`config.mk`:
```
export PLATFORM = sky130hd
export DESIGN_NAME = skst_cell
export DESIGN_NICKNAME = d
export VERILOG_FILES = /design/src/sv/skst_pkg.sv /design/src/sv/skst_cell.sv
export SDC_FILE = /design/constraint.sdc
export NUM_CORES = 1
export LEC_CHECK = 0
export ABC_AREA = 1
export BUFFER_PORTS_ARGS = -buffer_cell sky130_fd_sc_hd__clkbuf_2
export CORE_UTILIZATION = 30
export CTS_BUF_LIST = sky130_fd_sc_hd__clkbuf_4 sky130_fd_sc_hd__clkbuf_8
export CTS_CLUSTER_DIAMETER = 150
export DETAILED_ROUTE_END_ITERATION = 8
export PLACE_DENSITY_LB_ADDON = 0.05
export SLEW_MARGIN = 15
export SYNTH_ARGS = -nofsm -noshare
export SYNTH_HDL_FRONTEND = slang
export SYNTH_SLANG_ARGS = --single-unit
export TNS_END_PERCENT = 30
```
`constraint.sdc`:
```
create_clock -name clock -period 5.4 [get_ports clock]
set_clock_uncertainty 0.2 [all_clocks]
set_input_delay 0.27 -clock clock [delete_from_list [all_inputs] [get_ports clock]]
set_output_delay 0.27 -clock clock [all_outputs]
set_load 0.01 [all_outputs]
```
`src/sv/skst_pkg.sv`:
```
// ----------------------------------------------------------------------------
// skst_pkg
// Shared types and constants for the sorted key set table: command and
// status codes, request and response words, and per-cell control.
// ----------------------------------------------------------------------------
package skst_pkg;

   localparam int CAPACITY    = 64;
   localparam int KEY_WIDTH   = 48;
   localparam int INDEX_WIDTH = $clog2(CAPACITY);
   localparam int COUNT_WIDTH = $clog2(CAPACITY + 1);

   localparam logic [1:0] CMD_INSERT = 2'd0;
   localparam logic [1:0] CMD_REMOVE = 2'd1;
   localparam logic [1:0] CMD_LOOKUP = 2'd2;
   localparam logic [1:0] CMD_CLEAR  = 2'd3;

   localparam logic [1:0] STATUS_OK   = 2'd0;
   localparam logic [1:0] STATUS_MISS = 2'd1;
   localparam logic [1:0] STATUS_FULL = 2'd2;

   typedef struct packed {
      logic [1:0]           cmd;
      logic [KEY_WIDTH-1:0] key;
   } req_type;

   typedef struct packed {
      logic [1:0]             status;
      logic [INDEX_WIDTH-1:0] index;
      logic [COUNT_WIDTH-1:0] count;
   } rsp_type;

   typedef struct packed {
      logic                 load;
      logic                 shift_up;
      logic                 shift_down;
      logic [KEY_WIDTH-1:0] key;
   } cell_ctrl_type;

   typedef struct packed {
      logic                   hit;
      logic [INDEX_WIDTH-1:0] pos;
   } locate_type;

endpackage

```
`src/sv/skst_cell.sv`:
```
// ----------------------------------------------------------------------------
// skst_cell
// One slot of the sorted row: holds a key, compares it with the command key
// and moves keys to or from its neighbors on insert and remove.
// ----------------------------------------------------------------------------
module skst_cell (
   input  logic                           clock,
   input  skst_pkg::cell_ctrl_type        ctrl,
   input  logic                           occupied,
   input  logic                           lt_prev,
   input  logic [skst_pkg::KEY_WIDTH-1:0] key_prev,
   input  logic [skst_pkg::KEY_WIDTH-1:0] key_next,
   output logic [skst_pkg::KEY_WIDTH-1:0] key_out,
   output logic                           lt_out,
   output logic                           eq_out
);

   logic [skst_pkg::KEY_WIDTH-1:0] key_ff;
   logic [skst_pkg::KEY_WIDTH-1:0] key_in;
   logic                           lt_ff;
   logic                           lt_in;
   logic                           eq_ff;
   logic                           eq_in;

   always_comb begin
      key_in = key_ff;
      lt_in  = lt_ff;
      eq_in  = eq_ff;
      if (ctrl.load) begin
         lt_in = occupied && (key_ff < ctrl.key);
         eq_in = occupied && (key_ff == ctrl.key);
      end
      if (ctrl.shift_up && !lt_ff) begin
         key_in = lt_prev ? ctrl.key : key_prev;
      end else if (ctrl.shift_down && !lt_ff) begin
         key_in = key_next;
      end
   end

   always_ff @(posedge clock) begin
      key_ff <= key_in;
      lt_ff  <= lt_in;
      eq_ff  <= eq_in;
   end

   assign key_out = key_ff;
   assign lt_out  = lt_ff;
   assign eq_out  = eq_ff;

endmodule

```
==> results of run 1 <==
-- layout by cell type (no fill, tap or decap), drive strengths merged --
cell type	count
a21o	1
a21oi	23
a31oi	48
and3	1
buf	3
clkbuf	206
dlygate4sd3	1
edfxtp	50
ha	48
inv	59
nand2	139
nand3	3
nand3b	1
nand4	5
nor2	63
nor3	3
nor3b	1
o21a	1
o21ai	6
-- power groups by stage --
stage	clock (mW)	combinational, mW	sequential (mW)
after global placement	0	0.321	0.511
after CTS	0.253	0.327	0.503
after detailed placement	0	0.325	0.512
after global routing	0.266	0.371	0.506
after floorplan	0	0.167	0.525
final	0.240	0.320	0.502
-- per-stage QoR --
stage | area (sq um) | hold slack (ns) | util, % | cells | setup slack, ns
after floorplan | 3740 | 0.182 | - | 472 | 2.23
after global placement | 4870 | 0.301 | 40.4 | 822 | 3.00
after detailed placement | 4870 | 0.307 | 40.4 | 822 | 2.92
after CTS | 4970 | 0.0598 | 41.2 | 830 | 2.91
after global routing | 4970 | 0.0667 | 41.2 | 830 | 2.76
final | 4970 | 0.0798 | 41.2 | 830 | 2.95
-- registers in the layout, summed over array words and instances, names as in the netlist --
| name | flops |
|---|---|
| eq_out | 1 |
| lt_out | 1 |
| key_out | 48 |
-- cell usage after synthesis --
cell | instances | area, sq um
nand2_1 | 139 | 522
nor2_1 | 62 | 233
inv_1 | 59 | 221
edfxtp_1 | 50 | 1500
a31oi_1 | 48 | 300
ha_1 | 48 | 601
a21oi_1 | 23 | 115
buf_2 | 12 | 60.1
o21ai_0 | 6 | 30.0
nand4_1 | 5 | 31.3
buf_4 | 4 | 30.0
clkbuf_1 | 3 | 11.3
nand3_1 | 3 | 15.0
nor3_1 | 3 | 15.0
a21o_1 | 1 | 7.51
and3_1 | 1 | 6.26
buf_1 | 1 | 3.75
nand3b_1 | 1 | 7.51
nor2_2 | 1 | 6.26
nor3b_2 | 1 | 12.5
o21a_1 | 1 | 7.51
-- layer usage --
metal | routed length, um | part of all wire [%]
met5 | 0 | 0
met3 | 799 | 7.5
met2 | 4930 | 46
met4 | 121 | 1.1
met1 | 4860 | 45
-- cell type report --
type	instances	share of cell area, %
multi-input cells	343	38.7
flip-flops and latches	50	30.2
repair buffers	203	20.7
inverters	59	4.46
well taps	168	4.23
clock buffers	7	1.69
-- worst min-delay path, delay by kind of cell --
family / cells / cell delay (ns)
buf+inv: 1 / 0.08
compound gates: 1 / 0.12
simple gates: 1 / 0.03
-- worst max path at each step --
| stage | from | end | slack (ns) | cells after the start |
|---|---|---|---|---|
| 3_5_place_dp | lt_out$_DFFE_PP_ | key_out[15]$_DFFE_PP_ | 2.92 | 3 |
| 6_report | lt_out$_DFFE_PP_ | key_out[12]$_DFFE_PP_ | 2.95 | 3 |
| 5_1_grt | lt_out$_DFFE_PP_ | key_out[9]$_DFFE_PP_ | 2.76 | 4 |
| 4_1_cts | lt_out$_DFFE_PP_ | key_out[12]$_DFFE_PP_ | 2.91 | 3 |
| 3_3_place_gp | lt_out$_DFFE_PP_ | key_out[21]$_DFFE_PP_ | 3.00 | 3 |
| 2_1_floorplan | lt_out$_DFFE_PP_ | key_out[0]$_DFFE_PP_ | 2.23 | 1 |
-- logic make-up (layout without fill, tap and decap cells) --
| kind of cell | after synthesis | after routing |
|---|---|---|
| simple gates | 216 | 216 |
| compound gates | 79 | 79 |
| buf+inv | 79 | 269 |
| flops | 50 | 50 |
| fa+ha+maj | 48 | 48 |
==> key figures, run 1 <==
Status
  • Status: complete, no violations

Power
  • Clk pwr share: 22.6%
  • Sw power: 0.345 mW
  • P_int: 0.717 mW
  • PD cells: 214 mW/mm^2
  • Sw Share: 32.5%
  • Leakage: 2.60 nW
  • Overall power: 1.06 mW
  • Flop pwr share: 47.3%
  • Maximum VDD drop: 0.0863 mV
  • Logic pwr share: 30.1%

GRT
  • Largest net degree at the start of global routing: 61
  • Total GRT Usage: 16.9%
  • Vias in the first global route: 3513
  • First-pass GRT wire length: 17.0 mm
  • Gr ovfl total: 0
  • Grt met1 use: 21.7%
  • Met2 global-route usage: 28.0%
  • Grt peak-use layer: met2
  • M3 GR Usage: 4.84%
  • Initial antenna violation count: 0

Yosys
  • Xor/xnor share of the synthesized area: 0%
  • Syn_area_per_cell: 7.92 sq um
  • Synthesized area: 0.00374 sq mm
  • Register area share after synthesis: 40.2%
  • Post-synthesis compound-gate area fraction: 12.3%
  • Post-Synth Adder-Cell Area: 16.1%
  • Largest family of logic cells by synthesized area: simple AND/OR/NAND/NOR gates
  • Synth unique cells: 21
  • Seq cells post-synth: 50
  • Post-Syn Instances: 472
  • Synth Warn #: 0
  • Synth Area in Simple Gates: 22.7%
  • Post-synthesis mux area share: 0%
  • Net count after synthesis: 670

Detailed routing
  • Mean routed wirelength per cell: 12.9 um
  • Residual DRC: 0
  • First-pass DRT Iterations: 5
  • Total wire length: 10.7 mm
  • Initial DRC Count: 222
  • Vias: 3745
  • Post-route ant nets: 0
  • Post-DR vias/cell: 4.51

Timing
  • Max Clock Freq: 0.408 GHz
  • # setup viols final: 0
  • Actual slew at the worst max-slew pin: 0.912 ns
  • Setup_tns: 0 ns
  • RSZ-0062 raised after global routing: false
  • Crit path time final: 2.45 ns
  • Hold Fails Final Rpt: 0
  • Max Slew Vio Count: 0
  • Slew headroom: 39.1%
  • Fin crit share: 45.4%

Setup path
  • Critical-path top delay cell: nor2_4
  • Reg-to-reg critical path endpoint: key_out[12]$_DFFE_PP_
  • Cells along the critical path: nor2_4 -> buf_4 -> a31oi_1
  • Arr. time, crit path: 2.30 ns
  • Buf/Inv on CP: 1
  • CP max stage delay: 0.66 ns
  • Startpoint Class: flop
  • Critical path type: reg2reg
  • Reg-to-reg startpoint: lt_out$_DFFE_PP_
  • Crit path max-delay family: simple AND/OR/NAND/NOR gates
  • CP max FO: 60
  • Critical Path RT: 5.25 ns
  • R2R cell count: 3
  • R2R setup slack: 2.95 ns
  • Critical Path End Type: flop

Worst hold path
  • Hold WC Path Type: in2reg
  • Hold_sp: key_next[33]
  • Hold path endpoint: key_out[33]$_DFFE_PP_
  • Worst hold path cell count: 3

Clock tree
  • Num CTS Buffers: 5
  • Worst skew pair latency: 0.33 ns
  • Clk sinks: 50
  • Clock Path Buffers: 2
  • Max H-tree Level: 2
  • Setup bufs post-CTS: 0
  • Post_cts resized: 0
  • Clk pin slew, worst setup/hold paths: 0.10 ns
  • Root Buffer: clkbuf_8
  • CTS tree: yes
  • Hold-fix buffer count after cts: 1

Floorplan
  • Die Wd: 114 um
  • Io pins: 200
  • CORE AREA: 0.0121 sq mm
  • Row cnt: 40
  • Die area: 0.0129 sq mm
  • Die height: 114 um
  • Initial Utilization: 31.0%

Placement
  • Buffers added on ports: 199
  • GP Congestion: 0.778
  • DP Wirelength: 8.18 mm

Finish
  • Area of the multi-input gates: 0.00192 sq mm
  • Layout cells sized above 1: 32.2%
  • Nets: 860
  • # fillers: 1325
  • Antenna cells: 0
  • Sequential Area: 0.00150 sq mm
  • Area delta synth->final: 32.9%

Flow run
  • Max_cap viols: 0
No activity file was read; power rests on OpenSTA's default activity.
==> inputs of run 2 (changes only) <==
- clock period: 5.4 -> 2.5 ns (I/O delays scaled with it)
==> run 2 against run 1 <==
- fmax up 12%
- sequential share of layout area down 3.9 points
- routed wire length about the same
- clock power up 100%
- via count up 7.5%
- sequential power up 120%
- first-iteration DRC count down 32%
- cell count up 8.8%
- flip-flop and latch count unchanged
- worst hold slack worse by 0.075 ns
==> key figures, run 2 (synthesized netlist as in run 1, its figures left out) <==
Status
  • Status: complete, no violations (unchanged)

Clock tree
  • Post_cts resized: 0 (unchanged)
  • Hold-fix buffer count after cts: 72 (was 1)
  • CTS tree: yes (unchanged)
  • Worst skew pair latency: 0.30 ns (was 0.33 ns)
  • Setup bufs post-CTS: 0 (unchanged)
  • Clk sinks: 50 (unchanged)
  • Root Buffer: clkbuf_8 (unchanged)
  • Num CTS Buffers: 5 (unchanged)
  • Clk pin slew, worst setup/hold paths: 0.10 ns (about the same)
  • Max H-tree Level: 2 (unchanged)
  • Clock Path Buffers: 2 (unchanged)

Timing
  • Max Slew Vio Count: 0 (unchanged)
  • Actual slew at the worst max-slew pin: 0.806 ns (was 0.912 ns)
  • Setup_tns: 0 ns (unchanged)
  • Fin crit share: 87.5% (was 45.4%)
  • # setup viols final: 0 (unchanged)
  • RSZ-0062 raised after global routing: false (unchanged)
  • Hold Fails Final Rpt: 0 (unchanged)
  • Slew headroom: 46.2% (was 39.1%)
  • Max Clock Freq: 0.457 GHz (was 0.408 GHz)
  • Hold slack: 0.00524 ns (was 0.0798 ns)
  • Crit path time final: 2.19 ns (was 2.45 ns)

Finish
  • Area delta synth->final: 52.5% (was 32.9%)
  • Post-layout util: 47.3% (was 41.2%)
  • Largest register FFs: 48 (unchanged)
  • Layout cells sized above 1: 29.1% (was 32.2%)
  • Commonest cells after routing, fill and taps aside: clkbuf_2 (199), nand2_1 (139), dlygate4sd3_1 (72), nor2_1 (61), inv_1 (58) (was clkbuf_2 (199), nand2_1 (139), nor2_1 (61), inv_1 (58), edfxtp_1 (50))
  • Commonest non-fill, non-tap cell in the layout: clkbuf_2 (unchanged)
  • Nets: 932 (was 860)
  • Antenna cells: 0 (unchanged)

Floorplan
  • Die Wd: 114 um (unchanged)
  • Die height: 114 um (unchanged)
  • Initial Utilization: 31.0% (unchanged)
  • Row cnt: 40 (unchanged)
  • Io pins: 200 (unchanged)
  • CORE AREA: 0.0121 sq mm (unchanged)
  • Die area: 0.0129 sq mm (unchanged)

Setup path
  • Cells along the critical path: nor2_4 -> buf_12 -> a31oi_1 -> dlygate4sd3_1 (was nor2_4 -> buf_4 -> a31oi_1)
  • R2R setup slack: 0.31 ns (was 2.95 ns)
  • Reg-to-reg critical path endpoint: key_out[37]$_DFFE_PP_ (was key_out[12]$_DFFE_PP_)
  • CP max FO: 96 (was 60)
  • Critical Path RT: 2.35 ns (was 5.25 ns)
  • Arr. time, crit path: 2.04 ns (was 2.30 ns)
  • CP max stage delay: 0.59 ns (was 0.66 ns)
  • Reg-to-reg startpoint: lt_out$_DFFE_PP_ (unchanged)
  • Startpoint Class: flop (unchanged)
  • Critical Path Sink: key_out[37]$_DFFE_PP_ (was key_out[12]$_DFFE_PP_)
  • Critical path type: reg2reg (unchanged)
  • Critical-path top delay cell: dlygate4sd3_1 (was nor2_4)
  • Critical Path End Type: flop (unchanged)
  • Critical path launch point: lt_out$_DFFE_PP_ (unchanged)
  • R2R cell count: 4 (was 3)

Worst hold path
  • Worst hold path cell count: 3 (unchanged)
  • Hold WC Path Type: in2reg (unchanged)

GRT
  • Total GRT Usage: 16.5% (was 16.9%)
  • Gr ovfl total: 0 (unchanged)
  • Largest net degree at the start of global routing: 97 (was 61)
  • First-pass GRT wire length: 17.2 mm (was 17.0 mm)
  • Vias in the first global route: 3683 (was 3513)
  • Initial antenna violation count: 0 (unchanged)

Detailed routing
  • Post-DR vias/cell: 4.46 (was 4.51)
  • Initial DRC Count: 152 (was 222)
  • Vias: 4025 (was 3745)
  • Total wire length: 10.7 mm (about the same)
  • Residual DRC: 0 (unchanged)
  • Post-route ant nets: 0 (unchanged)
  • Mean routed wirelength per cell: 11.9 um (was 12.9 um)
  • First-pass DRT Iterations: 6 (was 5)

Placement
  • DP Wirelength: 7.89 mm (was 8.18 mm)
  • GP Congestion: 0.744 (was 0.778)
  • Buffers added on ports: 199 (unchanged)

Power
  • Maximum VDD drop: 0.214 mV (was 0.0863 mV)
  • Overall power: 2.39 mW (was 1.06 mW)
  • Leakage: 2.90 nW (was 2.60 nW)
  • PD cells: 419 mW/mm^2 (was 214 mW/mm^2)

Flow run
  • Max_cap viols: 0 (unchanged)
run 2: cell count changes in the layout (fill, tap and decap cells not counted):
cell	change
clkbuf_4	-1
clkinv_1	+1
clkinv_2	+1
buf_12	+1
dlygate4sd3_1	+71
run 2: how the worst min path moves through the flow:
stage,from,endpoint,slack (ns)
finish,key_next[12],key_out[12]$_DFFE_PP_,0.005
detailed placement,ctrl[50],lt_out$_DFFE_PP_,0.16
floorplan,ctrl[50],eq_out$_DFFE_PP_,0.04
global route,key_prev[12],key_out[12]$_DFFE_PP_,0.005
CTS,key_next[12],key_out[12]$_DFFE_PP_,0.0003
global placement,ctrl[50],lt_out$_DFFE_PP_,0.15
run 2: routing by layer:
| layer | global-route usage (%) | vias up | routed length, um |
|---|---|---|---|
| met5 | 0 | - | 0 |
| met4 | 3.86 | 0 | 121 |
| met3 | 3.45 | 8 | 637 |
| met2 | 28.5 | 125 | 5070 |
| met1 | 21.0 | 1785 | 4880 |
| li1 | - | 2107 | - |
run 2: worst max-delay path, delay by kind of cell (launching register included):
| kind | cells | cell delay, ns |
|---|---|---|
| AOI/OAI and AO/OA | 1 | 0.13 |
| buffers and inverters | 2 | 0.91 |
| DFF | 1 | 0.49 |
| and+or+nand+nor | 1 | 0.17 |
run 2: area by class of cell:
| type | instances | area [sq um] |
|---|---|---|
| repair buffers | 275 | 1760 |
| clock buffers | 6 | 76.3 |
| flip-flops and latches | 50 | 1500 |
| clock inverters | 2 | 8.76 |
| well taps | 168 | 210 |
| fillers | 1281 | 6360 |
| multi-input cells | 343 | 1920 |
| inverters | 59 | 221 |
run 2: where the power goes:
| group | total [mW] | switching [mW] | leakage, nW | internal (mW) |
|---|---|---|---|---|
| combinational | 0.828 | 0.417 | 2.37 | 0.411 |
| clock | 0.480 | 0.276 | 0.0460 | 0.205 |
| sequential | 1.08 | 0.0449 | 0.481 | 1.03 |
| total | 2.39 | 0.737 | 2.90 | 1.65 |
run 2: metrics by stage:
| stage | worst slack, ns | std cells | instance area (sq um) |
|---|---|---|---|
| finish | 0.311 | 903 | 5700 |
| global route | 0.196 | 903 | 5700 |
| CTS | 0.305 | 903 | 5700 |
| detailed placement | 0.485 | 823 | 4890 |
| global placement | 0.529 | 823 | 4890 |
| floorplan | 0.129 | 472 | 3740 |
