### src/sv/skst_pkg.sv
// ----------------------------------------------------------------------------
// skst_pkg
// Shared types and constants for the sorted key set table: command and
// status codes, request and response words, and per-cell control.
// ----------------------------------------------------------------------------
package skst_pkg;

   localparam int CAPACITY    = 64;
   localparam int KEY_WIDTH   = 48;
   localparam int INDEX_WIDTH = $clog2(CAPACITY);
   localparam int COUNT_WIDTH = $clog2(CAPACITY + 1);

   localparam logic [1:0] CMD_INSERT = 2'd0;
   localparam logic [1:0] CMD_REMOVE = 2'd1;
   localparam logic [1:0] CMD_LOOKUP = 2'd2;
   localparam logic [1:0] CMD_CLEAR  = 2'd3;

   localparam logic [1:0] STATUS_OK   = 2'd0;
   localparam logic [1:0] STATUS_MISS = 2'd1;
   localparam logic [1:0] STATUS_FULL = 2'd2;

   typedef struct packed {
      logic [1:0]           cmd;
      logic [KEY_WIDTH-1:0] key;
   } req_type;

   typedef struct packed {
      logic [1:0]             status;
      logic [INDEX_WIDTH-1:0] index;
      logic [COUNT_WIDTH-1:0] count;
   } rsp_type;

   typedef struct packed {
      logic                 load;
      logic                 shift_up;
      logic                 shift_down;
      logic [KEY_WIDTH-1:0] key;
   } cell_ctrl_type;

   typedef struct packed {
      logic                   hit;
      logic [INDEX_WIDTH-1:0] pos;
   } locate_type;

endpackage

### src/sv/skst_locate.sv
// ----------------------------------------------------------------------------
// skst_locate
// Turns the row's less-than and equal flags into the sorted position of the
// command key and a hit flag.
// ----------------------------------------------------------------------------
module skst_locate (
   input  logic [skst_pkg::CAPACITY-1:0] lt,
   input  logic [skst_pkg::CAPACITY-1:0] eq,
   output skst_pkg::locate_type          result
);

   logic [skst_pkg::CAPACITY-1:0] boundary;

   always_comb begin
      result.hit = |eq;
      result.pos = '0;
      for (int i = 0; i < skst_pkg::CAPACITY; i++) begin
         if (i == 0) begin
            boundary[i] = !lt[i];
         end else begin
            boundary[i] = lt[i-1] && !lt[i];
         end
         if (boundary[i]) begin
            result.pos = result.pos | skst_pkg::INDEX_WIDTH'(i);
         end
      end
   end

endmodule

### config.mk
export PLATFORM = sky130hd
export DESIGN_NAME = skst_locate
export DESIGN_NICKNAME = d
export VERILOG_FILES = /design/src/sv/skst_pkg.sv /design/src/sv/skst_locate.sv
export SDC_FILE = /design/constraint.sdc
export NUM_CORES = 1
export LEC_CHECK = 0
export BUFFER_PORTS_ARGS = -buffer_cell sky130_fd_sc_hd__clkbuf_2
export CAP_MARGIN = 5
export CORE_MARGIN = 4
export CORE_UTILIZATION = 32
export DETAILED_ROUTE_END_ITERATION = 8
export GPL_TIMING_DRIVEN = 0
export PLACE_DENSITY = 0.95
export RECOVER_POWER = 100
export REMOVE_ABC_BUFFERS = 1
export SLEW_MARGIN = 20
export SYNTH_ARGS = -nofsm -noshare
export SYNTH_HDL_FRONTEND = slang
export SYNTH_SLANG_ARGS = --single-unit
### constraint.sdc
create_clock -name vclk -period 3.5
set_clock_uncertainty 0.15 [all_clocks]
set_input_delay 0.35 -clock vclk [all_inputs]
set_output_delay 0.35 -clock vclk [all_outputs]
set_load 0.01 [all_outputs]
==> summary.json, run 1 <==
{
  "status": {"value": "complete, no violations"},
  "drv_slew": {"value": 0},
  "num-nets-final": {"value": 405},
  "layout-area-overhead-vs-synth": {"value": 84.2, "unit": "%"},
  "n_sequential_cell": {"value": 0},
  "clock_buffers": {"value": 0},
  "worst_setup_path_end_kind": {"value": "output pin"},
  "seqCellArea": {"value": 0, "unit": "um^2"},
  "drt_iter0_drc": {"value": 35},
  "finalCriticalPeriod": {"value": 2.07, "unit": "ns"},
  "vias": {"value": 1626},
  "postSynthCellCount": {"value": 140},
  "drc": {"value": 0},
  "fraction_of_the_yosys_area_taken_by_sequential_cells": {"value": 0, "unit": "%"},
  "grt-ovfl-total": {"value": 0},
  "worst_ep_arrival_time": {"value": 1.57, "unit": "ns"},
  "core-area": {"value": 2480, "unit": "um^2"},
  "pwr_density_cell": {"value": 97.0, "unit": "nW/um^2"},
  "drt_pre_antenna_iters": {"value": 4},
  "layout.cells.non_filler": {"value": 305},
  "die_area": {"value": 3500, "unit": "um^2"},
  "grt_use_total": {"value": 23.0, "unit": "%"},
  "cts_resized": {"value": 0},
  "synth_cell_types": {"value": 15},
  "power.ir.vdd_worst": {"value": 0.0595, "unit": "mV"},
  "post-cts-setup-buffer-count": {"value": 0},
  "start_util": {"value": 33.8, "unit": "%"},
  "grt_pass1_wl": {"value": 6.50, "unit": "mm"},
  "place_congestion": {"value": 0.937},
  "ys_warn_count": {"value": 0},
  "number_of_hold_violations_in_the_final_report": {"value": 0},
  "drive_gt1_share": {"value": 46.9, "unit": "%"},
  "boundaryPins": {"value": 135},
  "power.leakage": {"value": 0.000833, "unit": "uW"},
  "worstHoldPathCells": {"value": 4},
  "crit_path_launch_type": {"value": "input pin"},
  "wirelength_per_cell": {"value": 14.4, "unit": "um"},
  "core.rowCount": {"value": 18},
  "setup_ws": {"value": 1.43, "unit": "ns"},
  "pre_cts_ws": {"value": 1.39, "unit": "ns"},
  "maxCapViolCount": {"value": 0},
  "maximum_net_fanout_on_the_critical_path": {"value": 1},
  "top_cells_by_area_in_the_synthesized_netlist": {"value": "sky130_fd_sc_hd__nand2b_1 31%, sky130_fd_sc_hd__o2111ai_1 16%, sky130_fd_sc_hd__nor4_1 15%"},
  "detail-route-antenna-nets": {"value": 0},
  "pin_count_of_the_biggest_net_entering_global_routing": {"value": 4},
  "ctsHoldBuffers": {"value": 0},
  "worst_margin_slew": {"value": 0.437, "unit": "ns"},
  "port_buffers": {"value": 135},
  "grt_setup_unrepaired": {"value": "no"},
  "yosys.area.top_type_share": {"value": 30.6, "unit": "%"},
  "number_of_global_route_vias_before_repair": {"value": 1613},
  "dpl.hpwl": {"value": 4.21, "unit": "mm"},
  "setup.worst_path.class": {"value": "in -> out"},
  "setup-tns-final": {"value": 0, "unit": "ns"},
  "drt-vias-per-instance": {"value": 5.33},
  "fmaxAchievable": {"value": 482, "unit": "MHz"},
  "dp.cells": {"value": 305},
  "die-height": {"value": 59.1, "unit": "um"},
  "post_synth_instance_area": {"value": 837, "unit": "um^2"},
  "syn_avg_cell_area": {"value": 5.98, "unit": "um^2"},
  "wirelength": {"value": 4.38, "unit": "mm"},
  "antenna_cells_inserted": {"value": 0},
  "class_of_the_tightest_hold_or_removal_check": {"value": "in -> out"},
  "critical_path_required": {"value": 3.00, "unit": "ns"},
  "antenna_found_initial": {"value": 0},
  "slew-limit-headroom": {"value": 70.6, "unit": "%"},
  "setup-violations-final": {"value": 0},
  "share_of_the_clock_period_used_by_the_worst_path": {"value": 59.3, "unit": "%"},
  "die_w": {"value": 59.1, "unit": "um"},
  "synth_largest_area_cell": {"value": "sky130_fd_sc_hd__nand2b_1"}
}
path summary, 6_finish.rpt:
path                  startpoint   endpoint  slack (ns)
worst min-delay path       lt[0]  result[0]        0.93
worst max-delay path      eq[42]  result[6]        1.43
metal layers:
metal  global-route usage, %  up-vias  part of all wire [%]
met3                    3.05        6                    11
met5                       0        -                     0
li1                        -      815                     -
met1                    25.7      716                    35
met2                    46.8       89                    53
met4                    1.62        0                  0.94
power by group:
part           internal, uW  switching, uW  leakage (uW)  total, uW
logic                  81.5           67.9      0.000833        149
registers                 0              0             0          0
clock network             0              0             0          0
layout by cell type (no fill, tap or decap):
cell type	instances
sky130_fd_sc_hd__a21boi_0	1
sky130_fd_sc_hd__clkbuf_1	7
sky130_fd_sc_hd__clkbuf_2	128
sky130_fd_sc_hd__inv_1	20
sky130_fd_sc_hd__nand2_1	1
sky130_fd_sc_hd__nand2b_1	41
sky130_fd_sc_hd__nand3_1	7
sky130_fd_sc_hd__nand4_1	12
sky130_fd_sc_hd__nor2_1	4
sky130_fd_sc_hd__nor3_1	7
sky130_fd_sc_hd__nor4_1	20
sky130_fd_sc_hd__nor4_2	1
sky130_fd_sc_hd__o2111ai_1	15
sky130_fd_sc_hd__o21ai_0	8
sky130_fd_sc_hd__o221ai_1	1
sky130_fd_sc_hd__o2bb2ai_1	1
sky130_fd_sc_hd__or4_1	1
worst max-delay path: stages:
cell and delay [ns]:
sky130_fd_sc_hd__clkbuf_2 0.09, sky130_fd_sc_hd__nor4_1 0.36, sky130_fd_sc_hd__nand4_1 0.15, sky130_fd_sc_hd__or4_1 0.48
sky130_fd_sc_hd__clkbuf_1 0.15
through the flow:
stage                     utilization [%]  instance area (um^2)  hold WS, ns  total power (uW)
final                                62.2                  1540        0.934               149
after global routing                 62.2                  1540         1.01               165
after CTS                            62.6                  1550        0.918               149
after detailed placement             62.6                  1550        0.918               148
after global placement               62.6                  1550        0.917               145
after floorplan                         -                   837        0.740              57.2
kinds of logic (layout without fill, tap and decap cells):
family / Yosys count / count (layout) / synth area share (%)
AO/OA/AOI/OAI: 26 / 26 / 23.5
buffers and inverters: 20 / 155 / 8.97
AND/OR/NAND/NOR: 94 / 94 / 67.6
synth_stat cells:
| library cell | instances |
|---|---|
| sky130_fd_sc_hd__o2111ai_1 | 15 |
| sky130_fd_sc_hd__nand3_1 | 7 |
| sky130_fd_sc_hd__nor4_2 | 1 |
| sky130_fd_sc_hd__nand2b_1 | 41 |
| sky130_fd_sc_hd__nand2_1 | 1 |
| sky130_fd_sc_hd__o21ai_0 | 8 |
| sky130_fd_sc_hd__or4_1 | 1 |
| sky130_fd_sc_hd__a21boi_0 | 1 |
| sky130_fd_sc_hd__inv_1 | 20 |
| sky130_fd_sc_hd__nand4_1 | 12 |
| sky130_fd_sc_hd__nor2_1 | 4 |
| sky130_fd_sc_hd__nor4_1 | 20 |
| sky130_fd_sc_hd__nor3_1 | 7 |
| sky130_fd_sc_hd__o2bb2ai_1 | 1 |
| sky130_fd_sc_hd__o221ai_1 | 1 |
area by class of cell:
type	instances	area (um^2)
fill	276	936
inverter	20	75.1
multi-input combinational	120	762
tap	30	37.5
timing repair buffer	135	667
Power figures use the tool's default switching activity.
==> run 2: changes to the inputs <==
--- a/config.mk
+++ b/config.mk
@@ -5,13 +5,14 @@
 export SDC_FILE = /design/constraint.sdc
 export NUM_CORES = 1
 export LEC_CHECK = 0
+export ABC_AREA = 1
 export BUFFER_PORTS_ARGS = -buffer_cell sky130_fd_sc_hd__clkbuf_2
 export CAP_MARGIN = 5
 export CORE_MARGIN = 4
-export CORE_UTILIZATION = 32
+export CORE_UTILIZATION = 36
 export DETAILED_ROUTE_END_ITERATION = 8
 export GPL_TIMING_DRIVEN = 0
-export PLACE_DENSITY = 0.95
+export PLACE_DENSITY = 0.94
 export RECOVER_POWER = 100
 export REMOVE_ABC_BUFFERS = 1
 export SLEW_MARGIN = 20
==> constraint.sdc (replaced) <==
create_clock -name vclk -period 2.1
set_clock_uncertainty 0.15 [all_clocks]
set_input_delay 0.21 -clock vclk [all_inputs]
set_output_delay 0.21 -clock vclk [all_outputs]
set_load 0.01 [all_outputs]
==> run 2 against run 1 <==
- routed wire length decreased by 3.7%
- die area increased by 21%
- largest power group unchanged
- global-route usage decreased by 4.5 points
- via count increased by 18%
- worst setup slack got worse by 0.69 ns
- area after synthesis increased by 40%
- hold slack got worse by 0.18 ns
- sequential share of layout area unchanged
==> summary.json, run 2 <==
{
  "status": {"value": "complete, no violations"},
  "yosys.area_share.xor_xnor": {"value": 0, "unit": "%", "change": "unchanged"},
  "layout-area-overhead-vs-synth": {"value": 61.6, "unit": "%"},
  "finalCriticalPeriod": {"value": 1.36, "unit": "ns"},
  "share_of_the_clock_period_used_by_the_worst_path": {"value": 64.9, "unit": "%"},
  "crit_path_launch_type": {"value": "input pin"},
  "setup-tns-final": {"value": 0, "unit": "ns", "change": "unchanged"},
  "met2_wirelength": {"value": 2.16, "unit": "mm", "change": "-7.6%"},
  "yosys.area.top_type_share": {"value": 47.2, "unit": "%", "change": "+17 points"},
  "grt_setup_unrepaired": {"value": "no"},
  "timing.critical_path.from": {"value": "lt[30]"},
  "drv_slew": {"value": 0, "change": "unchanged"},
  "antenna_found_initial": {"value": 0, "change": "unchanged"},
  "drive_gt1_share": {"value": 32.2, "unit": "%", "change": "-15 points"},
  "drc": {"value": 0, "change": "unchanged"},
  "worst_ep_arrival_time": {"value": 1.00, "unit": "ns", "change": "-0.57 ns"},
  "pin_count_of_the_biggest_net_entering_global_routing": {"value": 3, "change": "-1"},
  "core.rowCount": {"value": 20, "change": "+2"},
  "post-cts-setup-buffer-count": {"value": 0, "change": "unchanged"},
  "detail-route-antenna-nets": {"value": 0, "change": "unchanged"},
  "worst_margin_slew": {"value": 0.175, "unit": "ns", "change": "-0.261 ns"},
  "fraction_of_the_yosys_area_taken_by_sequential_cells": {"value": 0, "unit": "%", "change": "unchanged"},
  "grt_pass1_wl": {"value": 6.59, "unit": "mm", "change": "+1.4%"},
  "num-nets-final": {"value": 565, "change": "+40%"},
  "core-area": {"value": 3080, "unit": "um^2", "change": "+24%"},
  "ctsHoldBuffers": {"value": 0, "change": "unchanged"},
  "synth_largest_area_cell": {"value": "sky130_fd_sc_hd__nand2_1"},
  "antenna_cells_inserted": {"value": 0, "change": "unchanged"},
  "number_of_hold_violations_in_the_final_report": {"value": 0, "change": "unchanged"},
  "number_of_global_route_vias_before_repair": {"value": 1701, "change": "+5.5%"},
  "synth_simple_gate_area_share": {"value": 79.2, "unit": "%", "change": "+12 points"},
  "final_design_area_no_fill": {"value": 1890, "unit": "um^2", "change": "+22%"},
  "synth_cell_types": {"value": 7, "change": "-8"},
  "drt_iter0_drc": {"value": 65, "change": "+86%"},
  "wirelength": {"value": 4.22, "unit": "mm", "change": "-3.7%"},
  "maximum_net_fanout_on_the_critical_path": {"value": 2, "change": "+1"},
  "finalPower": {"value": 295, "unit": "uW", "change": "+98%"},
  "highest_layer": {"value": "met3"},
  "vias": {"value": 1922, "change": "+18%"},
  "seqCellArea": {"value": 0, "unit": "um^2", "change": "unchanged"},
  "die_w": {"value": 65.0, "unit": "um", "change": "+9.9%"},
  "die-height": {"value": 65.0, "unit": "um", "change": "+9.9%"},
  "post_synth_instance_area": {"value": 1170, "unit": "um^2", "change": "+40%"},
  "grt-ovfl-total": {"value": 0, "change": "unchanged"},
  "top_cells_by_area_in_the_synthesized_netlist": {"value": "sky130_fd_sc_hd__nand2_1 47%, sky130_fd_sc_hd__nor2_1 25%, sky130_fd_sc_hd__inv_1 20%"},
  "num-fill-cells": {"value": 351, "change": "+27%"},
  "port_buffers": {"value": 135, "change": "unchanged"},
  "cts_resized": {"value": 0, "change": "unchanged"},
  "ys_warn_count": {"value": 0, "change": "unchanged"},
  "setup-violations-final": {"value": 0, "change": "unchanged"},
  "yosysMostFrequentCell": {"value": "sky130_fd_sc_hd__nand2_1"},
  "worst_setup_path_end_kind": {"value": "output pin"},
  "clock_buffers": {"value": 0, "change": "unchanged"},
  "dominant_combinational_cell_family_by_area_after_synthesis": {"value": "simple AND/OR/NAND/NOR gates"},
  "synth_adder_area_share": {"value": 0, "unit": "%", "change": "unchanged"},
  "start_util": {"value": 38.0, "unit": "%", "change": "+4.2 points"},
  "met3_wirelength": {"value": 222, "unit": "um", "change": "-53%"},
  "most-common-layout-cells": {"value": "147 x sky130_fd_sc_hd__nand2_1, 130 x sky130_fd_sc_hd__clkbuf_2, 79 x sky130_fd_sc_hd__nor2_1"},
  "dpl_cell_area": {"value": 1900, "unit": "um^2", "change": "+23%"},
  "boundaryPins": {"value": 135, "change": "unchanged"},
  "pwr_density_cell": {"value": 156, "unit": "nW/um^2", "change": "+61%"},
  "drt_pre_antenna_iters": {"value": 4, "change": "unchanged"},
  "hp-start": {"value": "eq[4]"},
  "detail_route.wirelength.met1": {"value": 1.84, "unit": "mm", "change": "+20%"},
  "fmaxAchievable": {"value": 734, "unit": "MHz"},
  "wirelength_per_cell": {"value": 8.81, "unit": "um", "change": "-39%"},
  "power.ir.vdd_worst": {"value": 0.0836, "unit": "mV", "change": "+40%"},
  "syn_avg_cell_area": {"value": 3.90, "unit": "um^2", "change": "-35%"},
  "synthMuxAreaShare": {"value": 0, "unit": "%", "change": "unchanged"},
  "maxCapViolCount": {"value": 0, "change": "unchanged"},
  "synth_compound_area_share": {"value": 0.857, "unit": "%", "change": "-23 points"},
  "class_of_the_tightest_hold_or_removal_check": {"value": "in -> out"},
  "mostFrequentLayoutCell": {"value": "sky130_fd_sc_hd__nand2_1"},
  "power.leakage": {"value": 0.00138, "unit": "uW", "change": "+66%"},
  "setup.worst_path.class": {"value": "in -> out"},
  "most_used_standard_cells_in_the_synthesized_netlist": {"value": "147 x sky130_fd_sc_hd__nand2_1, 77 x sky130_fd_sc_hd__nor2_1, 62 x sky130_fd_sc_hd__inv_1, 5 x sky130_fd_sc_hd__nand2_2, 5 x sky130_fd_sc_hd__nor2_2"},
  "postSynthCellCount": {"value": 300, "change": "+110%"},
  "dpl.hpwl": {"value": 4.00, "unit": "mm", "change": "-4.9%"},
  "slew-limit-headroom": {"value": 88.4, "unit": "%", "change": "+18 points"},
  "multi_input_comb_area": {"value": 931, "unit": "um^2", "change": "+22%"},
  "drt-vias-per-instance": {"value": 4.01, "change": "-25%"},
  "die_area": {"value": 4220, "unit": "um^2", "change": "+21%"},
  "place_congestion": {"value": 0.850, "change": "-9.3%"},
  "crit_end": {"value": "result[2]"},
  "grt_use_total": {"value": 18.5, "unit": "%", "change": "-4.5 points"},
  "n_sequential_cell": {"value": 0, "change": "unchanged"},
  "critical_path_required": {"value": 1.74, "unit": "ns", "change": "-1.26 ns"}
}
run 2: logic make-up after synthesis:
| group | count (synthesis) |
|---|---|
| AOI/OAI and AO/OA | 2 |
| and+or+nand+nor | 236 |
| buffers and inverters | 62 |
run 2: cell type report:
| type | instances | share of cell area, % |
|---|---|---|
| inverter | 62 | 12.3 |
| multi-input combinational | 238 | 49.3 |
| tap | 44 | 2.92 |
| timing repair buffer | 135 | 35.5 |
run 2: worst min-delay path by stage:
stage                     end  depth (start not counted)
CTS                 result[6]                          8
detailed placement  result[6]                          8
global route        result[6]                          8
finish              result[6]                          8
floorplan           result[6]                          6
global placement    result[6]                          8
run 2: worst max-delay path, stage by stage:
cell                       delay (ns)
sky130_fd_sc_hd__clkbuf_2        0.09
sky130_fd_sc_hd__inv_1           0.04
sky130_fd_sc_hd__nand2_1         0.07
sky130_fd_sc_hd__nand2_1         0.08
sky130_fd_sc_hd__nor2_1          0.14
sky130_fd_sc_hd__nand2_1         0.09
sky130_fd_sc_hd__nor2_1          0.10
sky130_fd_sc_hd__nand2_1         0.05
sky130_fd_sc_hd__clkbuf_1        0.13
run 2: through the flow:
step / worst slack (ns) / hold WS (ns) / utilization [%] / std cells
after floorplan: 1.01 / 0.518 / - / 300
after global placement: 0.756 / 0.723 / 61.7 / 479
after detailed placement: 0.750 / 0.722 / 61.7 / 479
after CTS: 0.749 / 0.724 / 61.7 / 479
after global routing: 0.597 / 0.803 / 61.3 / 479
final: 0.738 / 0.754 / 61.3 / 479
run 2: where the power goes:
group	internal [uW]	leakage, uW	switching [uW]
registers	0	0	0
clock network	0	0	0
logic	147	0.00138	148
total	147	0.00138	148
run 2: layer usage:
layer | up-vias | GRT usage, %
met5 | - | 0
met3 | 0 | 0.173
met4 | 0 | 0.264
met2 | 51 | 34.6
met1 | 754 | 24.8
li1 | 1117 | -
==> run 3: changes to the inputs <==
--- a/config.mk
+++ b/config.mk
@@ -5,14 +5,14 @@
 export SDC_FILE = /design/constraint.sdc
 export NUM_CORES = 1
 export LEC_CHECK = 0
-export ABC_AREA = 1
+export ABC_AREA = 0
 export BUFFER_PORTS_ARGS = -buffer_cell sky130_fd_sc_hd__clkbuf_2
 export CAP_MARGIN = 5
 export CORE_MARGIN = 4
-export CORE_UTILIZATION = 36
+export CORE_UTILIZATION = 27
 export DETAILED_ROUTE_END_ITERATION = 8
 export GPL_TIMING_DRIVEN = 0
-export PLACE_DENSITY = 0.94
+export PLACE_DENSITY = 0.89
 export RECOVER_POWER = 100
 export REMOVE_ABC_BUFFERS = 1
 export SLEW_MARGIN = 20
==> constraint.sdc (replaced) <==
create_clock -name vclk -period 1.1
set_clock_uncertainty 0.15 [all_clocks]
set_input_delay 0.11 -clock vclk [all_inputs]
set_output_delay 0.11 -clock vclk [all_outputs]
set_load 0.01 [all_outputs]
==> run 3 against run 2 <==
- the run now ends with setup timing left
- final area up 20%
- routed wire length up 46%
- first-iteration DRC count up 100%
- via count down 5.1%
- utilization up 18 points
==> summary.json, run 3 (same netlist as run 1, synthesis figures left out) <==
{
  "vias": {"value": 1824, "change": "-5.1%"},
  "grt-ovfl-total": {"value": 0, "change": "unchanged"},
  "seqCellArea": {"value": 0, "unit": "um^2", "change": "unchanged"},
  "die_w": {"value": 63.7, "unit": "um", "change": "-2.0%"},
  "number_of_global_route_vias_before_repair": {"value": 1737, "change": "+2.1%"},
  "num-nets-final": {"value": 410, "change": "-27%"},
  "hp-start": {"value": "eq[46]"},
  "dpl.hpwl": {"value": 4.18, "unit": "mm", "change": "+4.5%"},
  "internal-power": {"value": 444, "unit": "uW", "change": "+200%"},
  "setup-violations-final": {"value": 7, "change": "+7"},
  "clock_buffers": {"value": 0, "change": "unchanged"},
  "total_switching_power": {"value": 375, "unit": "uW", "change": "+150%"},
  "hold_ws": {"value": 0.453, "unit": "ns", "change": "-0.301 ns"},
  "violations": {"value": "setup timing"},
  "finalCriticalPeriod": {"value": 1.51, "unit": "ns"},
  "detail-route-antenna-nets": {"value": 0, "change": "unchanged"},
  "combinationalPowerShare": {"value": 100.0, "unit": "%", "change": "about the same"},
  "power.leakage": {"value": 0.00112, "unit": "uW", "change": "-19%"},
  "core.rowCount": {"value": 19, "change": "-5.0%"},
  "drv_slew": {"value": 0, "change": "unchanged"},
  "worst_ep_arrival_time": {"value": 1.25, "unit": "ns", "change": "+0.25 ns"},
  "pwr_density_cell": {"value": 363, "unit": "nW/um^2", "change": "+130%"},
  "grt_use_total": {"value": 23.1, "unit": "%", "change": "+4.7 points"},
  "antenna_found_initial": {"value": 0, "change": "unchanged"},
  "pin_count_of_the_biggest_net_entering_global_routing": {"value": 4, "change": "+1"},
  "drt_iter0_drc": {"value": 130, "change": "+100%"},
  "dpl_cell_area": {"value": 1550, "unit": "um^2", "change": "-18%"},
  "antenna_cells_inserted": {"value": 0, "change": "unchanged"},
  "drt-vias-per-instance": {"value": 5.86, "change": "+46%"},
  "fraction_of_power_consumed_by_the_clock_network": {"value": 0, "unit": "%", "change": "unchanged"},
  "finalPower": {"value": 819, "unit": "uW", "change": "+180%"},
  "worst_margin_slew": {"value": 0.325, "unit": "ns", "change": "+0.149 ns"},
  "layout-area-overhead-vs-synth": {"value": 170, "unit": "%"},
  "fmaxAchievable": {"value": 660, "unit": "MHz"},
  "port_buffers": {"value": 135, "change": "unchanged"},
  "grt_pass1_wl": {"value": 7.73, "unit": "mm", "change": "+17%"},
  "seqPwrFrac": {"value": 0, "unit": "%", "change": "unchanged"},
  "share_of_the_clock_period_used_by_the_worst_path": {"value": 138, "unit": "%"},
  "wirelength_per_cell": {"value": 19.8, "unit": "um", "change": "+130%"},
  "maximum_net_fanout_on_the_critical_path": {"value": 1, "change": "-1"},
  "start_util": {"value": 29.3, "unit": "%", "change": "-8.6 points"},
  "drive_gt1_share": {"value": 71.4, "unit": "%", "change": "+39 points"},
  "most-common-layout-cells": {"value": "104 x sky130_fd_sc_hd__clkbuf_2, 26 x sky130_fd_sc_hd__nand2b_4, 16 x sky130_fd_sc_hd__inv_1"},
  "maxCapViolCount": {"value": 0, "change": "unchanged"},
  "n_sequential_cell": {"value": 0, "change": "unchanged"},
  "worst_setup_path_end_kind": {"value": "output pin"},
  "final_design_area_no_fill": {"value": 2260, "unit": "um^2", "change": "+20%"},
  "crit_path_launch_type": {"value": "input pin"},
  "ctsHoldBuffers": {"value": 0, "change": "unchanged"},
  "class_of_the_tightest_hold_or_removal_check": {"value": "in -> out"},
  "p_sw_share": {"value": 45.8, "unit": "%", "change": "-4.5 points"},
  "core-area": {"value": 2850, "unit": "um^2", "change": "-7.3%"},
  "power.ir.vdd_worst": {"value": 0.211, "unit": "mV", "change": "+150%"},
  "setup_ws": {"value": -0.415, "unit": "ns", "change": "-1.15 ns"},
  "status": {"value": "complete, but fails checks"},
  "mostFrequentLayoutCell": {"value": "sky130_fd_sc_hd__clkbuf_2"},
  "grt_setup_unrepaired": {"value": "yes"},
  "number_of_hold_violations_in_the_final_report": {"value": 0, "change": "unchanged"},
  "boundaryPins": {"value": 135, "change": "unchanged"},
  "critical_path_required": {"value": 0.84, "unit": "ns", "change": "-0.90 ns"},
  "die-height": {"value": 63.7, "unit": "um", "change": "-2.0%"},
  "setup-tns-final": {"value": -1.67, "unit": "ns", "change": "-1.67 ns"},
  "drt_pre_antenna_iters": {"value": 4, "change": "unchanged"},
  "drc": {"value": 0, "change": "unchanged"},
  "die_area": {"value": 4060, "unit": "um^2", "change": "-3.9%"},
  "setup.worst_path.class": {"value": "in -> out"},
  "slew-limit-headroom": {"value": 78.3, "unit": "%", "change": "-10 points"},
  "place_congestion": {"value": 0.973, "change": "+15%"},
  "wirelength": {"value": 6.17, "unit": "mm", "change": "+46%"},
  "timing.critical_path.from": {"value": "eq[22]"}
}
run 3: changes by cell type in the layout (fill, tap and decap cells not counted), sizes merged, moves of 7 or more:
cell / change
nor2: -80
nor3: +7
buf: +35
nand4: +12
nand3: +7
nand2: -151
inv: -42
nand2b: +41
o2111ai: +15
nor4: +21
clkbuf: -30
run 3: final timing paths:
path	end	slack (ns)	depth (start not counted)
max	result[6]	-0.41	5
min	result[6]	0.45	5
run 3: cell type report:
class	count	area (um^2)
multi-input combinational	120	1240
timing repair buffer	140	900
fill	208	596
inverter	20	75.1
tap	31	38.8
run 3: routing by layer:
| metal | up-vias | GRT usage [%] | part of all wire [%] | wire length (um) |
|---|---|---|---|---|
| li1 | 830 | - | - | - |
| met1 | 832 | 25.4 | 33 | 2030 |
| met2 | 134 | 45.6 | 54 | 3350 |
| met3 | 28 | 3.91 | 8.8 | 541 |
| met4 | 0 | 4.31 | 4.1 | 252 |
| met5 | - | 0 | 0 | 0 |
run 3: worst max-delay path, stage by stage:
cell                      delay, ns
sky130_fd_sc_hd__buf_6         0.10
sky130_fd_sc_hd__nor4_4        0.27
sky130_fd_sc_hd__nand4_1       0.10
sky130_fd_sc_hd__or4_1         0.51
sky130_fd_sc_hd__buf_2         0.16
run 3: stage by stage:
step,worst slack (ns),instances,utilization (%)
final,-0.415,311,79.1
after global routing,-0.480,311,79.1
after CTS,-0.418,307,65.7
after detailed placement,-0.470,306,54.4
after global placement,-0.444,306,54.4
after floorplan,-0.195,140,-
run 3: repair_timing:
| item | 4_1_cts | 5_1_grt |
|---|---|---|
| resized for setup | 46 | 92 |
| buffers inserted | 1 | 4 |
| pin swaps | 23 | 25 |
| endpoints found under the setup margin | 7 | 7 |
run 3: power groups by stage:
stage / logic, uW / clock network, uW / registers [uW]
2_1_floorplan: 182 / 0 / 0
3_3_place_gp: 462 / 0 / 0
3_5_place_dp: 469 / 0 / 0
4_1_cts: 608 / 0 / 0
5_1_grt: 867 / 0 / 0
6_report: 819 / 0 / 0
